### src/design/qpe_pkg.sv
// Shared types, constants and helper functions for the quintic path point evaluator.
// No dependencies; every other design file imports this package.
package qpe_pkg;

	localparam int FRAC_BITS_DEF  = 16;
	localparam int COEF_WIDTH_DEF = 32;

	localparam int S_W       = 17;
	localparam int S_FRAC    = 16;
	localparam int ACC_W     = 47;
	localparam int OUT_W     = 32;
	localparam int NUM_COEF  = 6;
	localparam int NUM_AXES  = 2;
	localparam int NUM_POLY  = 3;
	localparam int H_STAGES  = 5;

	localparam int AX_X  = 0;
	localparam int AX_Y  = 1;
	localparam int P_POS = 0;
	localparam int P_VEL = 1;
	localparam int P_ACC = 2;

	localparam int CFG_DATA_W  = 64;
	localparam int CFG_ADDR_W  = 6;
	localparam int CFG_IDX_LSB = 3;
	localparam int CFG_IDX_W   = 3;
	localparam int MIN_SQ_W    = 32;
	localparam logic [CFG_IDX_W-1:0] REG_MIN_SPEED = 3'd6;
	localparam logic [MIN_SQ_W-1:0]  MIN_SQ_RESET  = 32'd43;

	localparam int V_W     = 64;
	localparam int E_W     = 5;
	localparam int R_W     = 32;
	localparam int MAGSH_W = V_W + (1 << E_W) - 1;
	localparam int DEN_W   = 96;
	localparam int Q_W     = 32;

	typedef struct packed {
		logic signed [OUT_W-1:0] pos_x;
		logic signed [OUT_W-1:0] pos_y;
		logic signed [OUT_W-1:0] vel_x;
		logic signed [OUT_W-1:0] vel_y;
		logic signed [OUT_W-1:0] acc_x;
		logic signed [OUT_W-1:0] acc_y;
	} kin_t;

	function automatic logic signed [OUT_W-1:0] sat_out(input logic signed [ACC_W-1:0] v);
		logic [ACC_W-OUT_W:0] top;
		top = v[ACC_W-1:OUT_W-1];
		if ((&top) || !(|top)) begin
			sat_out = v[OUT_W-1:0];
		end else if (v[ACC_W-1]) begin
			sat_out = {1'b1, {(OUT_W-1){1'b0}}};
		end else begin
			sat_out = {1'b0, {(OUT_W-1){1'b1}}};
		end
	endfunction

endpackage

### src/design/qpe_apb_regs.sv
// Configuration register file: six coefficient pairs and the squared speed floor.
// Depends on qpe_pkg.
module qpe_apb_regs import qpe_pkg::*; #(
	parameter int COEF_WIDTH = COEF_WIDTH_DEF
) (
	input  logic                         clk,
	input  logic                         arst_n,
	input  logic                         psel,
	input  logic                         penable,
	input  logic                         pwrite,
	input  logic [CFG_ADDR_W-1:0]        paddr,
	input  logic [CFG_DATA_W-1:0]        pwdata,
	output logic [CFG_DATA_W-1:0]        prdata,
	output logic signed [COEF_WIDTH-1:0] coef [NUM_AXES][NUM_COEF],
	output logic [MIN_SQ_W-1:0]          min_sq
);

	logic [CFG_DATA_W-1:0] coef_q [NUM_COEF];
	logic [MIN_SQ_W-1:0]   min_sq_q;
	logic [CFG_IDX_W-1:0]  idx;

	assign idx = paddr[CFG_IDX_LSB +: CFG_IDX_W];

	always_ff @(posedge clk or negedge arst_n) begin
		if (!arst_n) begin
			for (int k = 0; k < NUM_COEF; k++) begin
				coef_q[k] <= '0;
			end
			min_sq_q <= MIN_SQ_RESET;
		end else if (psel && penable && pwrite) begin
			if (idx < CFG_IDX_W'(NUM_COEF)) begin
				coef_q[idx] <= pwdata;
			end else if (idx == REG_MIN_SPEED) begin
				min_sq_q <= pwdata[MIN_SQ_W-1:0];
			end
		end
	end

	always_comb begin
		prdata = '0;
		if (idx < CFG_IDX_W'(NUM_COEF)) begin
			prdata = coef_q[idx];
		end else if (idx == REG_MIN_SPEED) begin
			prdata = CFG_DATA_W'(min_sq_q);
		end
	end

	// Only the low COEF_WIDTH bits of each half carry the two's complement value.
	always_comb begin
		for (int k = 0; k < NUM_COEF; k++) begin
			coef[AX_X][k] = coef_q[k][32 +: COEF_WIDTH];
			coef[AX_Y][k] = coef_q[k][0 +: COEF_WIDTH];
		end
	end

	assign min_sq = min_sq_q;

endmodule

### config.mk
export PLATFORM = sky130hd
export DESIGN_NAME = qpe_apb_regs
export DESIGN_NICKNAME = d
export VERILOG_FILES = /design/src/design/qpe_pkg.sv /design/src/design/qpe_apb_regs.sv
export SDC_FILE = /design/constraint.sdc
export NUM_CORES = 1
export LEC_CHECK = 0
export CAP_MARGIN = 20
export CORE_ASPECT_RATIO = 1.25
export CORE_MARGIN = 2
export CORE_UTILIZATION = 40
export DETAILED_ROUTE_END_ITERATION = 8
export DONT_BUFFER_PORTS = 1
export PLACE_DENSITY = 0.54
export SETUP_SLACK_MARGIN = 0.02
export SLEW_MARGIN = 10
export SYNTH_ARGS = -nofsm -noshare
export SYNTH_HDL_FRONTEND = slang
export SYNTH_SLANG_ARGS = --single-unit
### constraint.sdc
create_clock -name clk -period 1.6 [get_ports clk]
set_input_delay 0.08 -clock clk [delete_from_list [all_inputs] [get_ports clk]]
set_output_delay 0.08 -clock clk [all_outputs]
set_load 0.02 [all_outputs]
==> flow_summary.toml, run 1 <==
[synthesis]
synth_fa_ha_area_share_pct = 0
yosysUniqueCellTypes = 34
synth_compound_area_share_pct = 5.360
synth_cells = 1315
ys_ff_latch = 416
yosys.area_share.xor_xnor_pct = 0
yosys_warnings = 0
synth_area_per_cell_sq_um = 14.54
syn_area_sq_mm = 0.01912
muxShareOfSynthArea_pct = 34.97
seq_area_frac_synth_pct = 54.48
syn_nets = 1390
yosys.area_share.simple_pct = 2.553
synth_top_family_by_area = "multiplexers"

[timing]
relSlewSlack_pct = -32.06
hold_viol = 413
tightestPinTransition_ns = 1.981
setup_viol = 64
whs_ns = -0.7878
rsz0062_at_grt = "true"
fin_crit_ns = 1.877
fin_skew_ns = 0
setup_ws_ns = -0.2770
period_share_pct = 117.3
fin_setup_tns_ns = -10.36
fmax_mhz = 532.8
final_max_slew_viol_count = 201

[placement]
portBuffers = 0
post_dp_cell_area_sq_mm = 0.02128
gp_congestion = 0.7920
hpwl_um = 41540
pre_cts_ws_ns = 0.1093

[layout]
syn2layout_area_growth_pct = 26.29
drive_gt1_share_pct = 59.05
n_fill_cell = 4158
design_area_sq_mm = 0.02414
layout_common_cells = "363 x mux2_2, 308 x dfrtp_1, 167 x buf_4"
nNetsFinal = 1604
mostFrequentLayoutCell = "mux2_2"

[clock_network]
htree_num_levels = 2
cts_hold_buffers = 66
root_buffer = "clkbuf_16"
clk_transition_reported_paths_ns = 0.06
clockBufferDepth = 3
cts_buffers = 45
cts.sinks = 416
clock_latency_ns = 0.56
cts_tree = "done"

[floorplanning]
die_area_sq_mm = 0.04957
coreArea_sq_mm = 0.04722
start_util_pct = 40.49
ioPinCount = 555
die_h_um = 248.4
die_x_um = 199.5
rows = 89

[worst_setup_path]
r2r_cells = 4
critical_path.max_fanout = 3
rrSetupSlack_ns = 0.44
arrival_ns = 1.80
cp_data_required_time_ns = 1.52
startpoint_type = "register"
crit_start = "min_sq[0]"
worstSetupEndpointType = "primary output"
worstReg2RegEnd = "coef[227]"
r2r-start = "coef[227]"
critical_path_class = "register to primary output"

[drt]
num_vias = 12620
postRouteAntennaNets = 0
vias_per_cell = 5.731
firstDrtPassIters = 4
drt-initial-drc-count = 586
wire_per_inst_um = 29.13
drc = 0
routed_wl_um = 64150

[outcome]
failed_checks = "hold timing, slew limit, setup timing"
outcome = "finished, violations left"

[global_routing]
grt_max_degree = 417
grt.overflow.total = 0
grt_pass1_vias = 13520
grt_util_all_layers_pct = 25.21
grt_pass1_wl_um = 92900
antenna_found_initial = 2

[worst_hold_path]
hold_class = "input port to async pin"

[power_and_ir_drop]
leakagePower_uw = 0.01094
vdd_ir_drop_max_uv = 846.8
powerDensity_mw_per_mm2 = 1405

[job]
maxCapViolCount = 0
## cell type report
| cell class | instances | area, sq um | area share, % |
|---|---|---|---|
| Tap cell | 637 | 797.0 | 3.301 |
| Inverter | 2 | 7.507 | 0.03109 |
| Timing Repair Buffer | 263 | 2436 | 10.09 |
| Clock inverter | 7 | 87.58 | 0.3628 |
| Clock buffer | 74 | 1335 | 5.530 |
| Multi-Input combinational cell | 801 | 8930 | 36.99 |
| Antenna cell | 2 | 5.005 | 0.02073 |
| Sequential cell | 416 | 10550 | 43.68 |
## per-layer routing
metal,GRT usage (%),wire length (um),vias to the layer above,share of wire (%)
met3,10.12,6507,102,10
met2,43.37,31980,498,50
li1,-,-,5365,-
met4,7.725,1778,0,2.8
met1,28.42,23880,6655,37
met5,0,0,-,0
## logic make-up after synthesis
logic type,after synthesis
and+or+nand+nor,80
buffers and inverters,98
AOI/OAI and AO/OA,135
DFF,416
muxes,586
## power breakdown
group          leakage, uW  internal (uW)  switching (uW)  total, uW
clock network     0.000693           5990            4190      10200
registers          0.00517          12700            4240      16900
logic              0.00507           3730            3100       6830
total               0.0109          22400           11500      33900
## how the worst max path moves through the flow
stage                end  slack, ns  cells past startpoint
3_3_place_gp   coef[191]       0.13                      4
4_1_cts        prdata[0]      -0.32                      4
2_1_floorplan  prdata[5]      -0.08                      6
5_1_grt        prdata[0]      -0.38                      4
6_report       prdata[0]      -0.28                      4
3_5_place_dp   coef[182]       0.11                      4
## Yosys cell counts
master	n	share of area (%)
inv_1	1	0.020
nand2_1	23	0.45
a21oi_1	22	0.58
clkbuf_1	25	0.49
o21ai_0	19	0.50
a211o_1	5	0.23
nand3b_1	7	0.27
mux2_4	60	4.7
nor2_2	3	0.098
nand4_1	1	0.033
nand4b_4	1	0.12
dfrtp_1	412	54
buf_4	5	0.20
buf_6	6	0.35
and3b_1	4	0.18
nor3_4	2	0.17
a31oi_1	5	0.16
mux2i_1	111	5.8
mux2_1	21	1.2
a221oi_1	55	2.5
or3_1	4	0.13
inv_2	1	0.020
nor3b_1	13	0.51
o22a_1	7	0.32
o221ai_1	15	0.69
buf_1	2	0.039
nor2_1	11	0.22
nor2b_1	3	0.098
a221o_1	7	0.37
dfstp_2	4	0.55
buf_2	58	1.5
nand2b_1	5	0.16
and3_1	3	0.098
mux2_2	394	23
## worst max-delay path, cell delays in order, from the launching register on
cell      delay [ns]
dfstp_2         0.63
mux2_4          0.18
a221oi_2        0.05
a221oi_2        0.18
buf_4           0.20
## sequential cells by signal, indices dropped and copies added, names as in the netlist
name / flops
coef: 384
min_sq: 32
## through the flow
| step | util, % | power (uW) | hold slack (ns) | cells |
|---|---|---|---|---|
| 6_report | 51.13 | 33930 | -0.7878 | 2202 |
| 5_1_grt | 51.13 | 35370 | -0.8251 | 2202 |
| 3_3_place_gp | 45.08 | 22930 | -0.2075 | 2045 |
| 4_1_cts | 50.61 | 34060 | -0.8223 | 2195 |
| 2_1_floorplan | - | 20430 | -0.2156 | 1315 |
| 3_5_place_dp | 45.08 | 23110 | -0.2075 | 2045 |
## timing repair
action,in CTS,in global routing
hold endpoints to repair,832,416
pin swaps,30,10
gates cloned,0,0
gates resized for setup,185,49
setup buffers,3,5
endpoints found under the setup margin,64,64
(Power assumes the default switching activity.)
==> run 2: changes to the inputs <==
--- a/config.mk
+++ b/config.mk
@@ -6,12 +6,15 @@
 export NUM_CORES = 1
 export LEC_CHECK = 0
 export CAP_MARGIN = 20
+export CELL_PAD_IN_SITES_DETAIL_PLACEMENT = 1
+export CELL_PAD_IN_SITES_GLOBAL_PLACEMENT = 2
 export CORE_ASPECT_RATIO = 1.25
 export CORE_MARGIN = 2
 export CORE_UTILIZATION = 40
 export DETAILED_ROUTE_END_ITERATION = 8
 export DONT_BUFFER_PORTS = 1
-export PLACE_DENSITY = 0.54
+export PLACE_DENSITY = 0.75
+export RECOVER_POWER = 50
 export SETUP_SLACK_MARGIN = 0.02
 export SLEW_MARGIN = 10
 export SYNTH_ARGS = -nofsm -noshare
==> run 2 against run 1 <==
The flow finishes with violations (hold timing, setup timing). Total power up 1.1%. Non-clock buffer count down 7. Via count up 1.6%. Combinational power up 2%. Sequential power about the same. First-iteration DRC count up 1.4%. Critical endpoint is now prdata[5].
==> flow_summary.toml, run 2 (synthesis results as in run 1) <==
[placement]
post_dp_cell_area_sq_mm = 0.02118
placed_cells = 2034
gp_congestion = 0.7977
portBuffers = 0
hpwl_um = 43060

[power_and_ir_drop]
leakagePower_uw = 0.01077
totalPowerFinal_uw = 34300
powerDensity_mw_per_mm2 = 1435
vdd_ir_drop_max_uv = 963.0

[floorplanning]
rows = 89
ioPinCount = 555
coreArea_sq_mm = 0.04722
die_area_sq_mm = 0.04957
die_h_um = 248.4
start_util_pct = 40.49
die_x_um = 199.5

[worst_setup_path]
slowest_stage = "dfstp_2"
path_cells = "mux2_4 > a221oi_2 > a221oi_2 > buf_4"
cp_top_family = "flip-flops"
critical-path-max-stage-delay_ns = 0.62
startpoint_type = "register"
cp_data_required_time_ns = 1.52
crit_top_cell = "a221oi_2"
critPathBufInv = 1
arrival_ns = 1.82
critical_path_class = "register to primary output"
worstSetupEndpointType = "primary output"
critical_path.max_fanout = 3

[worst_hold_path]
hold_class = "input port to async pin"

[global_routing]
grt_use_met3_pct = 10.51
grt_max_degree = 417
antenna_found_initial = 1
busiest_layer = "met2"
grt_use_met1_pct = 28.70
grt_util_all_layers_pct = 26.43
grt_pass1_wl_um = 97990
grt_use_met2_pct = 46.45
grt.overflow.total = 0
grt_pass1_vias = 14300

[layout]
drive_gt1_share_pct = 55.78
design_area_sq_mm = 0.02390
layout_common_cells = "361 x mux2_2, 325 x dfrtp_1, 159 x buf_4"
mostFrequentLayoutCell = "mux2_2"
stdcell_count = 2196
final_util_pct = 50.63
largest_reg_flops = 384
nNetsFinal = 1597
syn2layout_area_growth_pct = 25.03

[drt]
drc = 0
vias_per_cell = 5.836
postRouteAntennaNets = 0
wire_per_inst_um = 30.43
num_vias = 12820
firstDrtPassIters = 5
routed_wl_um = 66830
drt-initial-drc-count = 594

[timing]
hold_viol = 416
fmax_mhz = 527.7
fin_crit_ns = 1.895
period_share_pct = 118.4
setup_ws_ns = -0.2952
setup_viol = 63
tightestPinTransition_ns = 1.360
relSlewSlack_pct = 9.343
rsz0062_at_grt = "true"
final_max_slew_viol_count = 0
whs_ns = -0.7758
fin_skew_ns = 0

[clock_network]
cts.sinks = 416
clockBufferDepth = 3
cts_tree = "done"
root_buffer = "clkbuf_16"
htree_num_levels = 2
clock_latency_ns = 0.56
cts_buffers = 45
clk_transition_reported_paths_ns = 0.06
cts_hold_buffers = 65

[outcome]
failed_checks = "hold timing, setup timing"
outcome = "finished, violations left"

[job]
maxCapViolCount = 0
-- run 2: cell type report --
class	instances	area, sq um
clock buffer	71	1366
timing repair buffer	256	2242
multi-input combinational	801	8842
sequential	416	10520
antenna	1	2.502
fill	4635	23310
clock inverter	12	121.4
tap	637	797.0
inverter	2	7.507
-- run 2: through the flow --
step                setup slack (ns)  setup TNS, ns
floorplan                   -0.07503        -0.3406
global placement              0.1221              0
detailed placement            0.1064              0
CTS                          -0.3417         -13.86
global route                 -0.3569         -16.29
finish                       -0.2952         -11.67
-- run 2: worst paths after layout --
kind                                 start    endpoint  slack [ns]  depth (start not counted)
worst max register to register  min_sq[31]  min_sq[31]        0.42                          4
max in group asynchronous           arst_n    coef[51]        1.18                          0
worst max-delay path             min_sq[5]   prdata[5]       -0.30                          4
worst min register to register   coef[167]   coef[167]        0.61                          1
min in group clk                  paddr[3]   coef[112]        0.13                          3
worst min-delay path                arst_n   coef[213]       -0.78                          0
-- run 2: repair_timing --
| item | CTS | global route |
|---|---|---|
| endpoints found under the hold margin | 832 | 416 |
| setup buffers | 8 | 5 |
| setup endpoints to repair | 64 | 64 |
| gates cloned | 0 | 0 |
| pin swaps | 36 | 11 |
| gates resized for setup | 208 | 51 |
-- run 2: layer usage --
layer | vias up | routed length, um
met3 | 116 | 7003
met2 | 533 | 34150
met1 | 6830 | 23570
met4 | 0 | 2112
li1 | 5337 | -
met5 | - | 0
-- run 2: report_power, final --
part | switching [uW] | internal, uW
logic | 3320 | 3630
registers | 4200 | 12700
clock network | 4310 | 6180
total | 11800 | 22500
==> run 3: changes to the inputs <==
--- a/config.mk
+++ b/config.mk
@@ -16,6 +16,7 @@
 export PLACE_DENSITY = 0.75
 export RECOVER_POWER = 50
 export SETUP_SLACK_MARGIN = 0.02
+export SKIP_CTS_REPAIR_TIMING = 1
 export SLEW_MARGIN = 10
 export SYNTH_ARGS = -nofsm -noshare
 export SYNTH_HDL_FRONTEND = slang
==> run 3 against run 2 <==
The run still ends with hold timing, setup timing left. Sequential power about the same. Worst hold slack worse by 0.0073 ns. Clock skew unchanged. Via count fell by 0.21%. Non-clock buffer count is 4 lower. Fmax down 0.35%. Global-route usage decreased by 0.71 points. Cell count is 0.18% lower. Clock-buffer cell count stayed put. Highest routed layer unchanged.
==> flow_summary.toml, run 3 (synthesis results as in run 1) <==
[outcome]
outcome = "finished, violations left"
failed_checks = "hold timing, setup timing"

[power_and_ir_drop]
totalPowerFinal_uw = 34450
seqPwrFrac_pct = 49.0
leakagePower_uw = 0.01092
p_switching_uw = 11830
powerDensity_mw_per_mm2 = 1426
p_comb_share_pct = 20.5
clock_power_share_pct = 30.5
vdd_ir_drop_max_uv = 964.9
p_int_uw = 22620
switching_share_pct = 34.35

[layout]
mostFrequentLayoutCell = "mux2_2"
seqCellArea_sq_mm = 0.01055
n_fill_cell = 4614
drive_gt1_share_pct = 60.30
largest_reg_flops = 384
design_area_sq_mm = 0.02416
multi_input_area_sq_mm = 0.008991
nNetsFinal = 1593
layout_common_cells = "368 x mux2_2, 306 x dfrtp_1, 158 x buf_4"
syn2layout_area_growth_pct = 26.40

[placement]
post_dp_cell_area_sq_mm = 0.02118
pre_cts_ws_ns = 0.1064
gp_congestion = 0.7977
portBuffers = 0
hpwl_um = 43060

[timing]
rsz0062_at_grt = "true"
setup_ws_ns = -0.3019
fmax_mhz = 525.8
final_max_slew_viol_count = 0
period_share_pct = 118.9
whs_ns = -0.7831
setup_viol = 63
hold_viol = 416
fin_skew_ns = 0
relSlewSlack_pct = 55.25
fin_crit_ns = 1.902
tightestPinTransition_ns = 0.6713

[floorplanning]
ioPinCount = 555
rows = 89
start_util_pct = 40.49
die_h_um = 248.4
coreArea_sq_mm = 0.04722
die_area_sq_mm = 0.04957
die_x_um = 199.5

[job]
maxCapViolCount = 0

[drt]
top_layer = "met4"
drc = 0
wire_per_inst_um = 30.32
met2_length_um = 33620
route.met3.wl_um = 7275
postRouteAntennaNets = 0
firstDrtPassIters = 5
drt-initial-drc-count = 548
num_vias = 12790
routed_wl_um = 66470
wl_met1_um = 23140
vias_per_cell = 5.834

[global_routing]
grt_pass1_vias = 13890
grt.overflow.total = 0
grt_util_all_layers_pct = 25.71
grt_pass1_wl_um = 94820
antenna_found_initial = 1
grt_max_degree = 417

[worst_setup_path]
worstSetupEndpointType = "primary output"
arrival_ns = 1.82
critical_path.max_fanout = 3
startpoint_type = "register"
critical_path_class = "register to primary output"
cp_data_required_time_ns = 1.52

[clock_network]
clock_latency_ns = 0.56
cts_tree = "done"
cts_buffers = 45
clk_transition_reported_paths_ns = 0.06
clockBufferDepth = 3
cts.sinks = 416
root_buffer = "clkbuf_16"
htree_num_levels = 2

[worst_hold_path]
hold_class = "input port to async pin"
[run 3: cell count changes in the layout (fill, tap and decap cells not counted), moves of 4 or more]
| cell | delta |
|---|---|
| mux2_1 | -38 |
| mux2_4 | +31 |
| dfrtp_1 | -19 |
| dfrtp_2 | +19 |
| buf_12 | +8 |
| mux2_2 | +7 |
| clkbuf_4 | -5 |
| a221oi_2 | +4 |
| clkbuf_2 | -4 |
[run 3: worst max-delay path: stages, from the launching register on]
cell and delay [ns]:
dfrtp_2 0.46, mux2_2 0.28, a221oi_1 0.26, a31oi_1 0.08, buf_4 0.17
[run 3: cell type report]
| type | count | share of cell area, % |
|---|---|---|
| Sequential cell | 416 | 43.65 |
| Multi-Input combinational cell | 801 | 37.21 |
| Timing Repair Buffer | 252 | 9.646 |
| Clock buffer | 71 | 5.654 |
| Tap cell | 637 | 3.298 |
| Clock inverter | 12 | 0.5023 |
| Inverter | 2 | 0.03107 |
| Antenna cell | 1 | 0.01036 |
[run 3: final timing paths]
kind                             from    endpoint  slack, ns  cells past startpoint
max                         coef[289]  prdata[33]      -0.30                      4
min                            arst_n   coef[217]      -0.78                      0
max reg2reg                min_sq[31]  min_sq[31]       0.54                      3
min reg2reg                 coef[279]   coef[279]       0.62                      1
max in group asynchronous      arst_n    coef[86]       1.77                      0
min in group clk             paddr[5]   coef[112]       0.06                      3
[run 3: stage by stage]
stage / TNS [ns] / instances / util (%)
6_report: -11.48 / 2192 / 51.18
5_1_grt: -15.68 / 2192 / 51.18
4_1_cts: -17.89 / 2117 / 48.00
3_5_place_dp: 0 / 2034 / 44.85
3_3_place_gp: 0 / 2034 / 44.85
2_1_floorplan: -0.3406 / 1315 / -
[run 3: power by group through the flow]
stage / Sequential (uW) / Clock [uW] / Combinational, uW
after floorplan: 16700 / 0 / 3750
after global placement: 16800 / 0 / 6080
after detailed placement: 16900 / 0 / 6290
after CTS: 16700 / 10700 / 6330
after global routing: 17200 / 11100 / 7510
final: 16900 / 10500 / 7060
[run 3: layer usage]
layer	up-vias	track usage, %
met1	6789	27.23
met5	-	0
met2	538	44.63
li1	5326	-
met4	0	9.460
met3	136	11.43
